[src/hdl/cvpl_pkg.sv]
// ----------------------------------------------------------------------------
// Column value at pressure level: shared definitions
// Widths, register indexes, reset values and the job record that the front
// hands to the back through the job queue.
// ----------------------------------------------------------------------------
package cvpl_pkg;

   localparam int VALUE_BITS    = 32;
   localparam int PRESSURE_BITS = 21;
   localparam int CSR_DATA_BITS = (VALUE_BITS > PRESSURE_BITS) ? VALUE_BITS : PRESSURE_BITS;
   localparam int CSR_INDEX_BITS = 1;

   localparam logic [CSR_INDEX_BITS-1:0] CSR_TARGET_PRESSURE = CSR_INDEX_BITS'(0);
   localparam logic [CSR_INDEX_BITS-1:0] CSR_FILL_VALUE      = CSR_INDEX_BITS'(1);

   localparam logic [PRESSURE_BITS-1:0] TARGET_RESET = PRESSURE_BITS'(800000);
   localparam logic [VALUE_BITS-1:0]    FILL_RESET   = VALUE_BITS'(64'h0000_0000_8000_0000);

   localparam int MAG_W  = VALUE_BITS + PRESSURE_BITS + 1;
   localparam int PROD_W = MAG_W + 1;
   localparam int SUM_W  = MAG_W + 2;
   localparam int CNT_W  = $clog2(MAG_W + 1);

   localparam int QUEUE_DEPTH = 2;
   localparam int QPTR_W      = $clog2(QUEUE_DEPTH);
   localparam int QCNT_W      = $clog2(QUEUE_DEPTH + 1);

   typedef enum logic [1:0] {
      JOB_FILL    = 2'd0,
      JOB_DIRECT  = 2'd1,
      JOB_BRACKET = 2'd2
   } job_kind_type;

   typedef struct packed {
      job_kind_type              kind;
      logic [PRESSURE_BITS-1:0]  target;
      logic [PRESSURE_BITS-1:0]  lower_p;
      logic [PRESSURE_BITS-1:0]  upper_p;
      logic [VALUE_BITS-1:0]     lower_v;
      logic [VALUE_BITS-1:0]     upper_v;
      logic [VALUE_BITS-1:0]     direct_v;
   } job_type;

   typedef struct packed {
      logic busy;
      logic take;
   } back_status_type;

endpackage

[src/hdl/column_value_at_pressure_level_unit.sv]
// ----------------------------------------------------------------------------
// Column value at pressure level
// Streams column levels and returns the field value at the target pressure,
// linearly interpolated between the bracketing levels, or the fill value.
//
//   Channel   Direction  Handshake         Payload
//   req_      in         push / full       level_pressure, level_value, last_level
//   rsp_      out        pop / empty       level_result, in_range
//   csr_      in         write             index, data (target, fill)
//
// The front end takes one level per cycle while the job queue is not full.
// Each column ends in one job for the back end; direct and fill results
// skip the bit-serial divider (one quotient bit per cycle over 54 bits)
// that interpolated ones use. A two-entry job queue lets the next columns
// stream in meanwhile; full rises once two jobs wait. Reset is synchronous.
// ----------------------------------------------------------------------------
module column_value_at_pressure_level_unit (
   input  logic                                  clock,
   input  logic                                  reset,
   input  logic                                  req_push,
   output logic                                  req_full,
   input  logic [cvpl_pkg::PRESSURE_BITS-1:0]    req_level_pressure,
   input  logic [cvpl_pkg::VALUE_BITS-1:0]       req_level_value,
   input  logic                                  req_last_level,
   output logic                                  rsp_empty,
   input  logic                                  rsp_pop,
   output logic [cvpl_pkg::VALUE_BITS-1:0]       rsp_level_result,
   output logic                                  rsp_in_range,
   input  logic                                  csr_write,
   input  logic [cvpl_pkg::CSR_INDEX_BITS-1:0]   csr_index,
   input  logic [cvpl_pkg::CSR_DATA_BITS-1:0]    csr_data
);
   import cvpl_pkg::*;

   logic [PRESSURE_BITS-1:0] target_ff;
   logic [VALUE_BITS-1:0]    fill_ff;
   logic                     job_push;
   job_type                  push_job;
   job_type                  pop_job;
   logic                     q_full;
   logic                     q_empty;
   logic                     q_pop;
   back_status_type          status;

   always_ff @(posedge clock) begin
      if (reset) begin
         target_ff <= TARGET_RESET;
         fill_ff   <= FILL_RESET;
      end else if (csr_write) begin
         unique case (csr_index)
            CSR_TARGET_PRESSURE: target_ff <= csr_data[PRESSURE_BITS-1:0];
            CSR_FILL_VALUE:      fill_ff   <= csr_data[VALUE_BITS-1:0];
            default: ;
         endcase
      end
   end

   cvpl_front u_front (
      .clock              (clock),
      .reset              (reset),
      .target             (target_ff),
      .fill               (fill_ff),
      .req_push           (req_push),
      .req_level_pressure (req_level_pressure),
      .req_level_value    (req_level_value),
      .req_last_level     (req_last_level),
      .q_full             (q_full),
      .job_push           (job_push),
      .job                (push_job)
   );

   cvpl_job_queue u_queue (
      .clock    (clock),
      .reset    (reset),
      .push     (job_push),
      .push_job (push_job),
      .pop      (q_pop),
      .full     (q_full),
      .empty    (q_empty),
      .pop_job  (pop_job)
   );

   cvpl_back u_back (
      .clock            (clock),
      .reset            (reset),
      .q_empty          (q_empty),
      .job              (pop_job),
      .q_pop            (q_pop),
      .rsp_pop          (rsp_pop),
      .rsp_empty        (rsp_empty),
      .rsp_level_result (rsp_level_result),
      .rsp_in_range     (rsp_in_range),
      .status           (status)
   );

   assign req_full = q_full;

   a_take_busy: assert property (@(posedge clock) disable iff (reset)
      status.take |=> status.busy)
      else $error("back end did not start on a taken job");

   a_full_not_empty: assert property (@(posedge clock) disable iff (reset)
      req_full |-> !q_empty)
      else $error("job queue full and empty at once");

   a_no_instant_result: assert property (@(posedge clock) disable iff (reset)
      (rsp_pop && !rsp_empty && !status.busy) |=> rsp_empty)
      else $error("result appeared without back end work");

   a_take_when_idle: assert property (@(posedge clock) disable iff (reset)
      status.take |-> !status.busy && !q_empty)
      else $error("job taken while back end busy");

endmodule

[src/hdl/cvpl_front.sv]
// ----------------------------------------------------------------------------
// Column value at pressure level: front end
// Takes one level per transaction, tracks the bracketing levels and, on the
// last level, classifies the column and emits a job.
// ----------------------------------------------------------------------------
module cvpl_front (
   input  logic                                clock,
   input  logic                                reset,
   input  logic [cvpl_pkg::PRESSURE_BITS-1:0]  target,
   input  logic [cvpl_pkg::VALUE_BITS-1:0]     fill,
   input  logic                                req_push,
   input  logic [cvpl_pkg::PRESSURE_BITS-1:0]  req_level_pressure,
   input  logic [cvpl_pkg::VALUE_BITS-1:0]     req_level_value,
   input  logic                                req_last_level,
   input  logic                                q_full,
   output logic                                job_push,
   output cvpl_pkg::job_type                   job
);
   import cvpl_pkg::*;

   logic                     accept;
   logic                     hit;
   logic [PRESSURE_BITS-1:0] first_eff;

   logic                     at_first_ff, at_first_in;
   logic                     found_ff, found_in;
   logic [PRESSURE_BITS-1:0] first_p_ff, first_p_in;
   logic [PRESSURE_BITS-1:0] prev_p_ff, prev_p_in;
   logic [VALUE_BITS-1:0]    prev_v_ff, prev_v_in;
   logic [PRESSURE_BITS-1:0] lower_p_ff, lower_p_in;
   logic [PRESSURE_BITS-1:0] upper_p_ff, upper_p_in;
   logic [VALUE_BITS-1:0]    lower_v_ff, lower_v_in;
   logic [VALUE_BITS-1:0]    upper_v_ff, upper_v_in;

   assign accept    = req_push & ~q_full;
   assign hit       = ~at_first_ff & ~found_ff & (req_level_pressure > target);
   assign first_eff = at_first_ff ? req_level_pressure : first_p_ff;

   always_comb begin
      first_p_in = at_first_ff ? req_level_pressure : first_p_ff;
      prev_p_in  = req_level_pressure;
      prev_v_in  = req_level_value;
      lower_p_in = hit ? prev_p_ff : lower_p_ff;
      lower_v_in = hit ? prev_v_ff : lower_v_ff;
      upper_p_in = hit ? req_level_pressure : upper_p_ff;
      upper_v_in = hit ? req_level_value : upper_v_ff;
      found_in   = req_last_level ? 1'b0 : (found_ff | hit);
      at_first_in = req_last_level;
   end

   always_comb begin
      job.target  = target;
      job.lower_p = lower_p_in;
      job.upper_p = upper_p_in;
      job.lower_v = lower_v_in;
      job.upper_v = upper_v_in;
      priority if ((target < first_eff) || (target > req_level_pressure)) begin
         job.kind     = JOB_FILL;
         job.direct_v = fill;
      end else if (!(found_ff | hit)) begin
         job.kind     = JOB_DIRECT;
         job.direct_v = req_level_value;
      end else begin
         job.kind     = JOB_BRACKET;
         job.direct_v = req_level_value;
      end
   end

   assign job_push = accept & req_last_level;

   always_ff @(posedge clock) begin
      if (reset) begin
         at_first_ff <= 1'b1;
         found_ff    <= 1'b0;
         first_p_ff  <= '0;
         prev_p_ff   <= '0;
         prev_v_ff   <= '0;
         lower_p_ff  <= '0;
         upper_p_ff  <= '0;
         lower_v_ff  <= '0;
         upper_v_ff  <= '0;
      end else if (accept) begin
         at_first_ff <= at_first_in;
         found_ff    <= found_in;
         first_p_ff  <= first_p_in;
         prev_p_ff   <= prev_p_in;
         prev_v_ff   <= prev_v_in;
         lower_p_ff  <= lower_p_in;
         upper_p_ff  <= upper_p_in;
         lower_v_ff  <= lower_v_in;
         upper_v_ff  <= upper_v_in;
      end
   end

endmodule

[src/hdl/cvpl_job_queue.sv]
// ----------------------------------------------------------------------------
// Column value at pressure level: job queue
// Two-entry queue of column jobs between the front end and the back end.
// ----------------------------------------------------------------------------
module cvpl_job_queue (
   input  logic              clock,
   input  logic              reset,
   input  logic              push,
   input  cvpl_pkg::job_type push_job,
   input  logic              pop,
   output logic              full,
   output logic              empty,
   output cvpl_pkg::job_type pop_job
);
   import cvpl_pkg::*;

   job_type              entry_ff [QUEUE_DEPTH];
   logic [QPTR_W-1:0]    wr_ptr_ff, wr_ptr_in;
   logic [QPTR_W-1:0]    rd_ptr_ff, rd_ptr_in;
   logic [QCNT_W-1:0]    count_ff, count_in;
   logic                 do_push;
   logic                 do_pop;

   assign full    = (count_ff == QCNT_W'(QUEUE_DEPTH));
   assign empty   = (count_ff == '0);
   assign do_push = push & ~full;
   assign do_pop  = pop & ~empty;
   assign pop_job = entry_ff[rd_ptr_ff];

   always_comb begin
      wr_ptr_in = do_push ? ((wr_ptr_ff == QPTR_W'(QUEUE_DEPTH - 1)) ? '0 : wr_ptr_ff + 1'b1)
                          : wr_ptr_ff;
      rd_ptr_in = do_pop ? ((rd_ptr_ff == QPTR_W'(QUEUE_DEPTH - 1)) ? '0 : rd_ptr_ff + 1'b1)
                         : rd_ptr_ff;
      count_in  = count_ff + QCNT_W'(do_push) - QCNT_W'(do_pop);
   end

   always_ff @(posedge clock) begin
      if (reset) begin
         wr_ptr_ff <= '0;
         rd_ptr_ff <= '0;
         count_ff  <= '0;
      end else begin
         wr_ptr_ff <= wr_ptr_in;
         rd_ptr_ff <= rd_ptr_in;
         count_ff  <= count_in;
      end
   end

   always_ff @(posedge clock) begin
      if (do_push) begin
         entry_ff[wr_ptr_ff] <= push_job;
      end
   end

endmodule

[src/hdl/cvpl_back.sv]
// ----------------------------------------------------------------------------
// Column value at pressure level: back end
// Carries out one column job: multiply, restoring divide and saturating add
// for an interpolated job, then hands the result to the output register.
// ----------------------------------------------------------------------------
module cvpl_back (
   input  logic                             clock,
   input  logic                             reset,
   input  logic                             q_empty,
   input  cvpl_pkg::job_type                job,
   output logic                             q_pop,
   input  logic                             rsp_pop,
   output logic                             rsp_empty,
   output logic [cvpl_pkg::VALUE_BITS-1:0]  rsp_level_result,
   output logic                             rsp_in_range,
   output cvpl_pkg::back_status_type        status
);
   import cvpl_pkg::*;

   typedef enum logic [6:0] {
      ST_IDLE  = 7'b0000001,
      ST_SETUP = 7'b0000010,
      ST_MUL   = 7'b0000100,
      ST_ABS   = 7'b0001000,
      ST_DIV   = 7'b0010000,
      ST_SUM   = 7'b0100000,
      ST_OUT   = 7'b1000000
   } state_type;

   state_type                 state_ff, state_in;
   job_type                   job_ff;
   logic signed [VALUE_BITS:0]    dy_ff;
   logic signed [PRESSURE_BITS:0] dp_ff;
   logic [PRESSURE_BITS-1:0]  span_ff;
   logic [VALUE_BITS-1:0]     base_ff;
   logic signed [PROD_W-1:0]  prod_ff;
   logic                      neg_ff;
   logic [MAG_W-1:0]          quo_ff;
   logic [PRESSURE_BITS-1:0]  rem_ff;
   logic [CNT_W-1:0]          cnt_ff;
   logic [VALUE_BITS-1:0]     res_ff;
   logic                      rng_ff;
   logic                      out_valid_ff;
   logic [VALUE_BITS-1:0]     out_value_ff;
   logic                      out_range_ff;

   logic signed [PRESSURE_BITS:0] span_s;
   logic signed [PRESSURE_BITS:0] dp_s;
   logic signed [VALUE_BITS:0]    dy_s;
   logic signed [PROD_W-1:0]      prod_s;
   logic [PROD_W-1:0]             mag_s;
   logic [PRESSURE_BITS:0]        shifted;
   logic [PRESSURE_BITS:0]        diff;
   logic                          qbit;
   logic signed [SUM_W-1:0]       q_ext;
   logic signed [SUM_W-1:0]       base_ext;
   logic signed [SUM_W-1:0]       sum_s;
   logic [VALUE_BITS-1:0]         sat_s;
   logic                          out_free;

   assign span_s = $signed({1'b0, job_ff.upper_p}) - $signed({1'b0, job_ff.lower_p});
   assign dp_s   = $signed({1'b0, job_ff.target}) - $signed({1'b0, job_ff.lower_p});
   assign dy_s   = $signed({job_ff.upper_v[VALUE_BITS-1], job_ff.upper_v})
                 - $signed({job_ff.lower_v[VALUE_BITS-1], job_ff.lower_v});
   assign prod_s = dy_ff * dp_ff;
   assign mag_s  = prod_ff[PROD_W-1] ? PROD_W'(-prod_ff) : PROD_W'(prod_ff);

   assign shifted = {rem_ff, quo_ff[MAG_W-1]};
   assign diff    = shifted - {1'b0, span_ff};
   assign qbit    = (shifted >= {1'b0, span_ff});

   assign q_ext    = neg_ff ? -$signed({2'b00, quo_ff}) : $signed({2'b00, quo_ff});
   assign base_ext = $signed({{(SUM_W - VALUE_BITS){base_ff[VALUE_BITS-1]}}, base_ff});
   assign sum_s    = base_ext + q_ext;

   always_comb begin
      if (&sum_s[SUM_W-1:VALUE_BITS-1] || ~|sum_s[SUM_W-1:VALUE_BITS-1]) begin
         sat_s = sum_s[VALUE_BITS-1:0];
      end else if (sum_s[SUM_W-1]) begin
         sat_s = {1'b1, {(VALUE_BITS - 1){1'b0}}};
      end else begin
         sat_s = {1'b0, {(VALUE_BITS - 1){1'b1}}};
      end
   end

   assign out_free = ~out_valid_ff | rsp_pop;
   assign q_pop    = (state_ff == ST_IDLE) & ~q_empty;

   always_comb begin
      state_in = state_ff;
      unique case (state_ff)
         ST_IDLE: begin
            if (!q_empty) state_in = ST_SETUP;
         end
         ST_SETUP: begin
            if ((job_ff.kind == JOB_BRACKET) && !(span_s[PRESSURE_BITS] || (span_s == '0))) begin
               state_in = ST_MUL;
            end else begin
               state_in = ST_OUT;
            end
         end
         ST_MUL: state_in = ST_ABS;
         ST_ABS: state_in = ST_DIV;
         ST_DIV: begin
            if (cnt_ff == CNT_W'(1)) state_in = ST_SUM;
         end
         ST_SUM: state_in = ST_OUT;
         ST_OUT: begin
            if (out_free) state_in = ST_IDLE;
         end
         default: state_in = ST_IDLE;
      endcase
   end

   always_ff @(posedge clock) begin
      if (reset) begin
         state_ff     <= ST_IDLE;
         out_valid_ff <= 1'b0;
      end else begin
         state_ff <= state_in;
         if ((state_ff == ST_OUT) && out_free) begin
            out_valid_ff <= 1'b1;
         end else if (rsp_pop) begin
            out_valid_ff <= 1'b0;
         end
      end
   end

   always_ff @(posedge clock) begin
      if (q_pop) begin
         job_ff <= job;
      end
      unique case (state_ff)
         ST_SETUP: begin
            dy_ff   <= dy_s;
            dp_ff   <= dp_s;
            span_ff <= span_s[PRESSURE_BITS-1:0];
            base_ff <= job_ff.lower_v;
            unique case (job_ff.kind)
               JOB_FILL: begin
                  res_ff <= job_ff.direct_v;
                  rng_ff <= 1'b0;
               end
               JOB_DIRECT: begin
                  res_ff <= job_ff.direct_v;
                  rng_ff <= 1'b1;
               end
               default: begin
                  res_ff <= job_ff.lower_v;
                  rng_ff <= 1'b1;
               end
            endcase
         end
         ST_MUL: prod_ff <= prod_s;
         ST_ABS: begin
            neg_ff <= prod_ff[PROD_W-1];
            quo_ff <= mag_s[MAG_W-1:0];
            rem_ff <= '0;
            cnt_ff <= CNT_W'(MAG_W);
         end
         ST_DIV: begin
            rem_ff <= qbit ? diff[PRESSURE_BITS-1:0] : shifted[PRESSURE_BITS-1:0];
            quo_ff <= {quo_ff[MAG_W-2:0], qbit};
            cnt_ff <= cnt_ff - 1'b1;
         end
         ST_SUM: res_ff <= sat_s;
         ST_OUT: begin
            if (out_free) begin
               out_value_ff <= res_ff;
               out_range_ff <= rng_ff;
            end
         end
         default: ;
      endcase
   end

   assign rsp_empty        = ~out_valid_ff;
   assign rsp_level_result = out_value_ff;
   assign rsp_in_range     = out_range_ff;
   assign status.busy      = (state_ff != ST_IDLE);
   assign status.take      = q_pop;

endmodule

[config.mk]
export PLATFORM = sky130hd
export DESIGN_NAME = column_value_at_pressure_level_unit
export DESIGN_NICKNAME = d
export VERILOG_FILES = /design/src/hdl/cvpl_pkg.sv /design/src/hdl/column_value_at_pressure_level_unit.sv /design/src/hdl/cvpl_front.sv /design/src/hdl/cvpl_job_queue.sv /design/src/hdl/cvpl_back.sv
export SDC_FILE = /design/constraint.sdc
export NUM_CORES = 2
export LEC_CHECK = 0
export ABC_CLOCK_PERIOD_IN_PS = 9650
export BUFFER_PORTS_ARGS = -buffer_cell sky130_fd_sc_hd__buf_2
export CORE_MARGIN = 1
export CORE_UTILIZATION = 40
export CTS_CLUSTER_SIZE = 25
export DETAILED_ROUTE_END_ITERATION = 12
export HOLD_SLACK_MARGIN = 0.05
export SYNTH_ARGS = -nofsm -noshare
export SYNTH_HDL_FRONTEND = slang
export SYNTH_SLANG_ARGS = --single-unit
[constraint.sdc]
create_clock -name clock -period 9.65 [get_ports clock]
set_input_delay 0.4825 -clock clock [delete_from_list [all_inputs] [get_ports clock]]
set_output_delay 0.4825 -clock clock [all_outputs]
set_load 0.01 [all_outputs]
# [Word level (Yosys, flattened, before mapping)]
# Memories as Yosys holds them, arrays and structs flattened. A register that Yosys moved wholly into a read port is not among the register bits.
# Index checks and enable logic that the tools add are counted.
[word_totals] reg_bits=558 latch_bits=0 ramBits=322 romBits=0 in_bits=92 output_inout_bits=35 memories=1
[memory_table] name="u_queue.entry_ff" words=2 width=161 read_ports=1 rd_ports_with_merged_regs=1 wr=1 line="cvpl_job_queue.sv:17" source="job_type entry_ff [QUEUE_DEPTH];"
[classes] n_addsub=12 mul=1 div_mod_pow=0 n_lt_le_gt_ge=4 n_eq_ne=14 shift=0 muxes=31 n_bitwise=15 reduce_logical=20
[ops] op="32-bit two-way mux" count=6
[ops] op="54-bit one-hot mux with 2 select lines" count=1
[ops] op="21-bit two-way mux" count=4
[ops] op="32-bit one-hot mux with 2 select lines" count=1
[ops] op="32-bit by 56-bit adder with 56-bit output" count=1
[ops] op="56-bit two-way mux" count=1
[ops] op="54-bit negator with 56-bit output" count=1
[ops] op="33-bit by 22-bit multiplier with 55-bit output" count=1
[ops] op="54-bit two-way mux" count=1
[ops] op="54-bit negator" count=1
[ops] op="7-bit one-hot mux with 7 select lines" count=1
[ops] op="21-bit by 21-bit subtractor with 22-bit output" count=2
[ops] op="21-bit > comparator" count=2
[ops] op="21-bit one-hot mux with 2 select lines" count=1
[ops] op="32-bit by 32-bit subtractor with 33-bit output" count=1
[ops] op="7-bit two-way mux" count=4
[ops] op="25-bit AND reduction" count=1
[ops] op="25-bit OR reduction" count=1
[ops] op="22-bit by 21-bit >= comparator with 1-bit output" count=1
[ops] op="22-bit zero test" count=1
[ops] op="21-bit less-than comparator" count=1
[ops] op="21-bit subtractor" count=1
[ops] op="6-bit one-hot mux with 2 select lines" count=1
[ops] op="1-bit two-way mux" count=8
[ops] op="other kinds (28)" count=53

# [Depth between registers and ports, before layout]
[depth] word_depth=8 ltp_mapped=29 ltp_nobuf=28

# [Cells and area by module]
# A second synthesis with hierarchy kept.
[unflattened] hier_cells=7028 hier_area_um2=75735.1
[modules_own_cells] mod="cvpl_back" instances=1 cells_per_inst=5155 area_each_um2=51625.8 seq_area_each_um2=14333.7
[modules_own_cells] mod="cvpl_job_queue" instances=1 cells_per_inst=528 area_each_um2=12211.7 seq_area_each_um2=9769.4
[modules_own_cells] mod="cvpl_front" instances=1 cells_per_inst=1126 area_each_um2=9663.0 seq_area_each_um2=3643.5
[modules_own_cells] mod="column_value_at_pressure_level_unit" instances=1 cells_per_inst=219 area_each_um2=2234.6 seq_area_each_um2=1061.0

# [Worst setup path before layout]
# OpenSTA, ideal clock, no wires.
[synth_path] path_kind="register to register" start="register u_back.state_ff[3]" end="register u_queue.count_ff[0]" setup_time_ns=0.127 t_arrival_ns=9.036 t_required_ns=9.523 setup_slack_ns=0.487 stages_incl_launch_ff=8 synth_period_minus_slack_ns=9.163 cell_sequence="dfxtp_1 nor3_1 nand4b_1 nor2_1 ha_1 inv_1 ha_1 nor2b_1"
[synth_via] elab_chain_cells=4
[synth_rtl] element="start, declared" line="cvpl_back.sv:30" source="state_type state_ff, state_in;"
[synth_rtl] element="start signal, assigned" line="cvpl_back.sv:120" source="state_ff <= state_in;"
[synth_rtl] element="7-bit by 1-bit equality test with 1-bit output" line="cvpl_back.sv:87" source="assign q_pop = (state_ff == ST_IDLE) & ~q_empty;"
[synth_rtl] element="1-bit bitwise AND" line="cvpl_back.sv:87"
[synth_rtl] element="net q_pop" line="column_value_at_pressure_level_unit.sv:42" source="logic q_pop;"
[synth_rtl] element="1-bit bitwise AND" line="cvpl_job_queue.sv:27" source="assign do_pop = pop & ~empty;"
[synth_rtl] element="2-bit by 1-bit subtractor with 2-bit output" line="cvpl_job_queue.sv:35" source="count_in = count_ff + QCNT_W'(do_push) - QCNT_W'(do_pop);"
[synth_rtl] element="net u_queue.count_in[0]" line="cvpl_job_queue.sv:20" source="logic [QCNT_W-1:0] count_ff, count_in;"
[synth_rtl] element="end signal, assigned" line="cvpl_job_queue.sv:46" source="count_ff <= count_in;"
[synth_rtl] element="end, declared" line="cvpl_job_queue.sv:20"
# The timed path passes the listed nets, and every way through them passes these cells.
# A chain may end at the register's enable or synchronous reset.

# [Worst setup path after layout]
[layout_path] start="register u_back.dp_ff[6]" end="register u_back.prod_ff[54] (data pin)"
[layout_via] elab_chain_cells=1
[layout_rtl] element="start, declared" line="cvpl_back.sv:33" source="logic signed [PRESSURE_BITS:0] dp_ff;"
[layout_rtl] element="start signal, assigned" line="cvpl_back.sv:136" source="dp_ff <= dp_s;"
[layout_rtl] element="33-bit by 22-bit multiplier with 55-bit output" line="cvpl_back.sv:65" source="assign prod_s = dy_ff * dp_ff;"
[layout_rtl] element="net u_back.prod_s[54]" line="cvpl_back.sv:50" source="logic signed [PROD_W-1:0] prod_s;"
[layout_rtl] element="end signal, assigned" line="cvpl_back.sv:154" source="ST_MUL: prod_ff <= prod_s;"
[layout_rtl] element="end, declared" line="cvpl_back.sv:36" source="logic signed [PROD_W-1:0] prod_ff;"
# The timed path passes the listed nets, and every way through them passes these cells.

==> impl_metrics.yaml <==
timing:
  worst_slew_pin_slew_ns: 1.268
  hold_violations: 0
  fmax_mhz: 115.8
  setup_slack_ns: 1.013
  setup_violations: 0
  rsz0062_at_grt: "false"
  period_share: 0.8950
  slew_violations: 0
  fin_skew_ns: 0.06282
  layout_min_cycle_time_ns: 8.637
  slew_headroom: 0.1544
  finalSetupTns_ns: 0
setup_path:
  cp.required_ns: 10.13
  crit_arrival_ns: 9.12
  critPathMaxFanout: 26
  crit_path_start_kind: "flop"
  cp-end-kind: "flop"
  path_class: "flop to flop"
global_routing:
  antenna_found_initial: 6
  grt_pass1_vias: 52190
  gr-usage-all-layers: 0.2358
  grt-ovfl-total: 0
  grt_max_degree: 164
  grt_pass1_wl_mm: 332.1
clock_network:
  cts_buffers: 109
  clock-root-buffer: "clkbuf_16"
  htreeDepth: 3
  clkSinkCount: 1041
  clk_path_buf_depth: 3
  clkTransAtPathRegs_ns: 0.08
  cts_setup_buffers: 0
  insertion_delay_ns: 0.77
  tritoncts: "yes"
placement:
  gp_congestion: 0.9747
  place.port_buffers: 126
  dp_slack_ns: 1.032
  dpl.hpwl_mm: 168.8
synth:
  synth_edf_count: 794
  synth.avg_cell_area_um2: 10.63
  netlist_instances: 7040
  ys_seq_area_frac: 0.3846
  synth_cell_type_count: 95
  synthArstFlopShare: 0
  ys.flop_type: "edfxtp_1"
  synth.net_count: 8212
  ys_warn_count: 0
  synth_seq_cells: 1041
  synth_area_um2: 74860
routing:
  first_iter_violations: 4284
  via_per_inst: 5.315
  antenna_left: 0
  firstDrtPassIters: 6
  wl_per_cell_um: 22.84
  vias: 51680
  drt_wl_total_mm: 222.1
  drc: 0
layout:
  area_delta_synth_final_pct: 10.57
  drive_above_1_share: 0.1050
  final_util: 0.4459
  final_nets: 8312
flow_run:
  drv_cap: 0
die:
  fp-row-count: 158
  die_area_um2: 188900
  io_pins: 127
  start_util: 0.4033
  core_area_um2: 185600
  die_x_um: 434.6
  dieHeight_um: 434.6
worst_hold_path:
  hold_path.class: "input port to flop"
run_status:
  outcome: "complete, no violations"
## registers in the layout, indices dropped and copies added, names as in the netlist, 2 cells and up
| name | count |
|---|---|
| u_queue.entry_ff | 322 |
| u_back.job_ff | 161 |
| u_back.prod_ff | 55 |
| u_back.quo_ff | 54 |
| u_back.dy_ff | 33 |
| fill_ff | 32 |
| u_back.base_ff | 32 |
| u_back.res_ff | 32 |
| u_back.rsp_level_result | 32 |
| u_front.lower_v_ff | 32 |
| u_front.prev_v_ff | 32 |
| u_front.upper_v_ff | 32 |
| u_back.dp_ff | 22 |
| target_ff | 21 |
| u_back.rem_ff | 21 |
| u_back.span_ff | 21 |
| u_front.first_p_ff | 21 |
| u_front.lower_p_ff | 21 |
| u_front.prev_p_ff | 21 |
| u_front.upper_p_ff | 21 |
| u_back.state_ff | 7 |
| u_back.cnt_ff | 6 |
| u_queue.count_ff | 2 |
## stage by stage
stage / std cells / instance area, um^2 / hold WS, ns
5_1_grt: 9719 / 82760 / 0.2276
3_5_place_dp: 9424 / 78230 / 0.4080
2_1_floorplan: 7040 / 74860 / 0.4003
4_1_cts: 9717 / 82760 / 0.1787
3_3_place_gp: 9424 / 78230 / 0.4124
6_report: 9723 / 82770 / 0.2339
## cell type report
class	count	area [um^2]
Inverter	924	3471
Clock buffer	138	2856
Timing Repair Buffer	307	2236
Clock inverter	70	819.5
Antenna cell	6	15.01
Fill cell	17410	102900
Tap cell	2480	3103
Multi-Input combinational cell	4757	41480
Sequential cell	1041	28790
## cell usage in the layout (no fill, tap or decap), types with 26 or more instances in the layout
master         count
and2_1           315
inv_1            921
nand2b_1          26
clkbuf_1          27
dfxtp_1          246
mux2i_1           63
a211oi_1          47
clkbuf_16        109
nand4_1           40
nand2_1         1058
ha_1             354
xor2_1           105
buf_2            125
a21o_1            95
dlygate4sd3_1     85
fa_1             726
nor2b_1           39
o31ai_1           41
mux2_2           302
and3_1            28
nor2_1           224
nand3_1           52
edfxtp_1         794
nor3_1            54
xnor2_1          179
a21oi_1          394
o21a_1            50
buf_4             94
o21ai_0          194
## cells in the mapped netlist (48+ instances only)
cell	count	area (um^2)
nor2_1	225	844.6
mux2i_1	63	630.6
inv_1	923	3465
a21oi_1	395	1977
fa_1	726	14530
xor2_1	105	919.6
edfxtp_1	794	23840
clkbuf_1	291	1092
and2_1	316	1977
nor3_1	54	270.3
nand3_1	52	260.3
ha_1	354	4429
a21o_1	95	713.2
nand2_1	1060	3979
dfxtp_1	247	4945
o21ai_0	194	970.9
o21a_1	50	375.4
mux2_2	302	3401
xnor2_1	179	1568
a211oi_1	48	360.4
## path summary, 6_finish.rpt
kind,startpoint,end,slack [ns],cells after the start
hold reg to reg,u_back.rng_ff,u_back.rsp_in_range,0.42,0
setup / recovery,u_back.dp_ff[6],u_back.prod_ff[54],1.01,25
setup reg to reg,u_back.dp_ff[6],u_back.prod_ff[54],1.01,25
hold / removal,rsp_pop,u_back.out_valid_ff,0.23,3
## routing by layer
layer  wire length [um]  GRT usage
met3              16510    0.04792
met5                 12          0
met1              97170     0.3251
met2             100300     0.3679
met4               8064    0.08341
## critical path, cell delays in order (launching register included)
cell	delay, ns
edfxtp_1	1.18
and2_1	0.28
fa_1	0.42
fa_1	0.51
inv_1	0.06
fa_1	0.53
inv_1	0.06
fa_1	0.55
fa_1	0.45
fa_1	0.55
inv_1	0.06
fa_1	0.53
inv_1	0.04
ha_1	0.35
a21o_1	0.20
a21o_1	0.17
a21oi_1	0.16
o31ai_1	0.17
a311oi_1	0.60
o21ai_0	0.18
buf_4	0.20
a31oi_1	0.44
nor4_1	0.15
a211o_1	0.29
a21oi_1	0.18
xnor2_1	0.08
## repair_timing
action,4_1_cts,5_1_grt
hold buffers,85,0
gates resized for setup,0,0
endpoints found under the hold margin,153,0
## kinds of logic (layout without fill, tap and decap cells)
group           after synthesis  after routing  synth area share
compound gates             1055           1055           0.08904
xor+xnor                    285            285           0.03345
fa+ha+maj                  1080           1080            0.2533
buf+inv                    1242           1439           0.06270
flops                      1041           1041            0.3846
mux                         365            365           0.05385
other cells                   0              6                 0
simple gates               1972           1972            0.1231
Power is left out: the tool's default activity adds up to more than one toggle a clock period on the data nets, which glitch-free logic cannot reach.
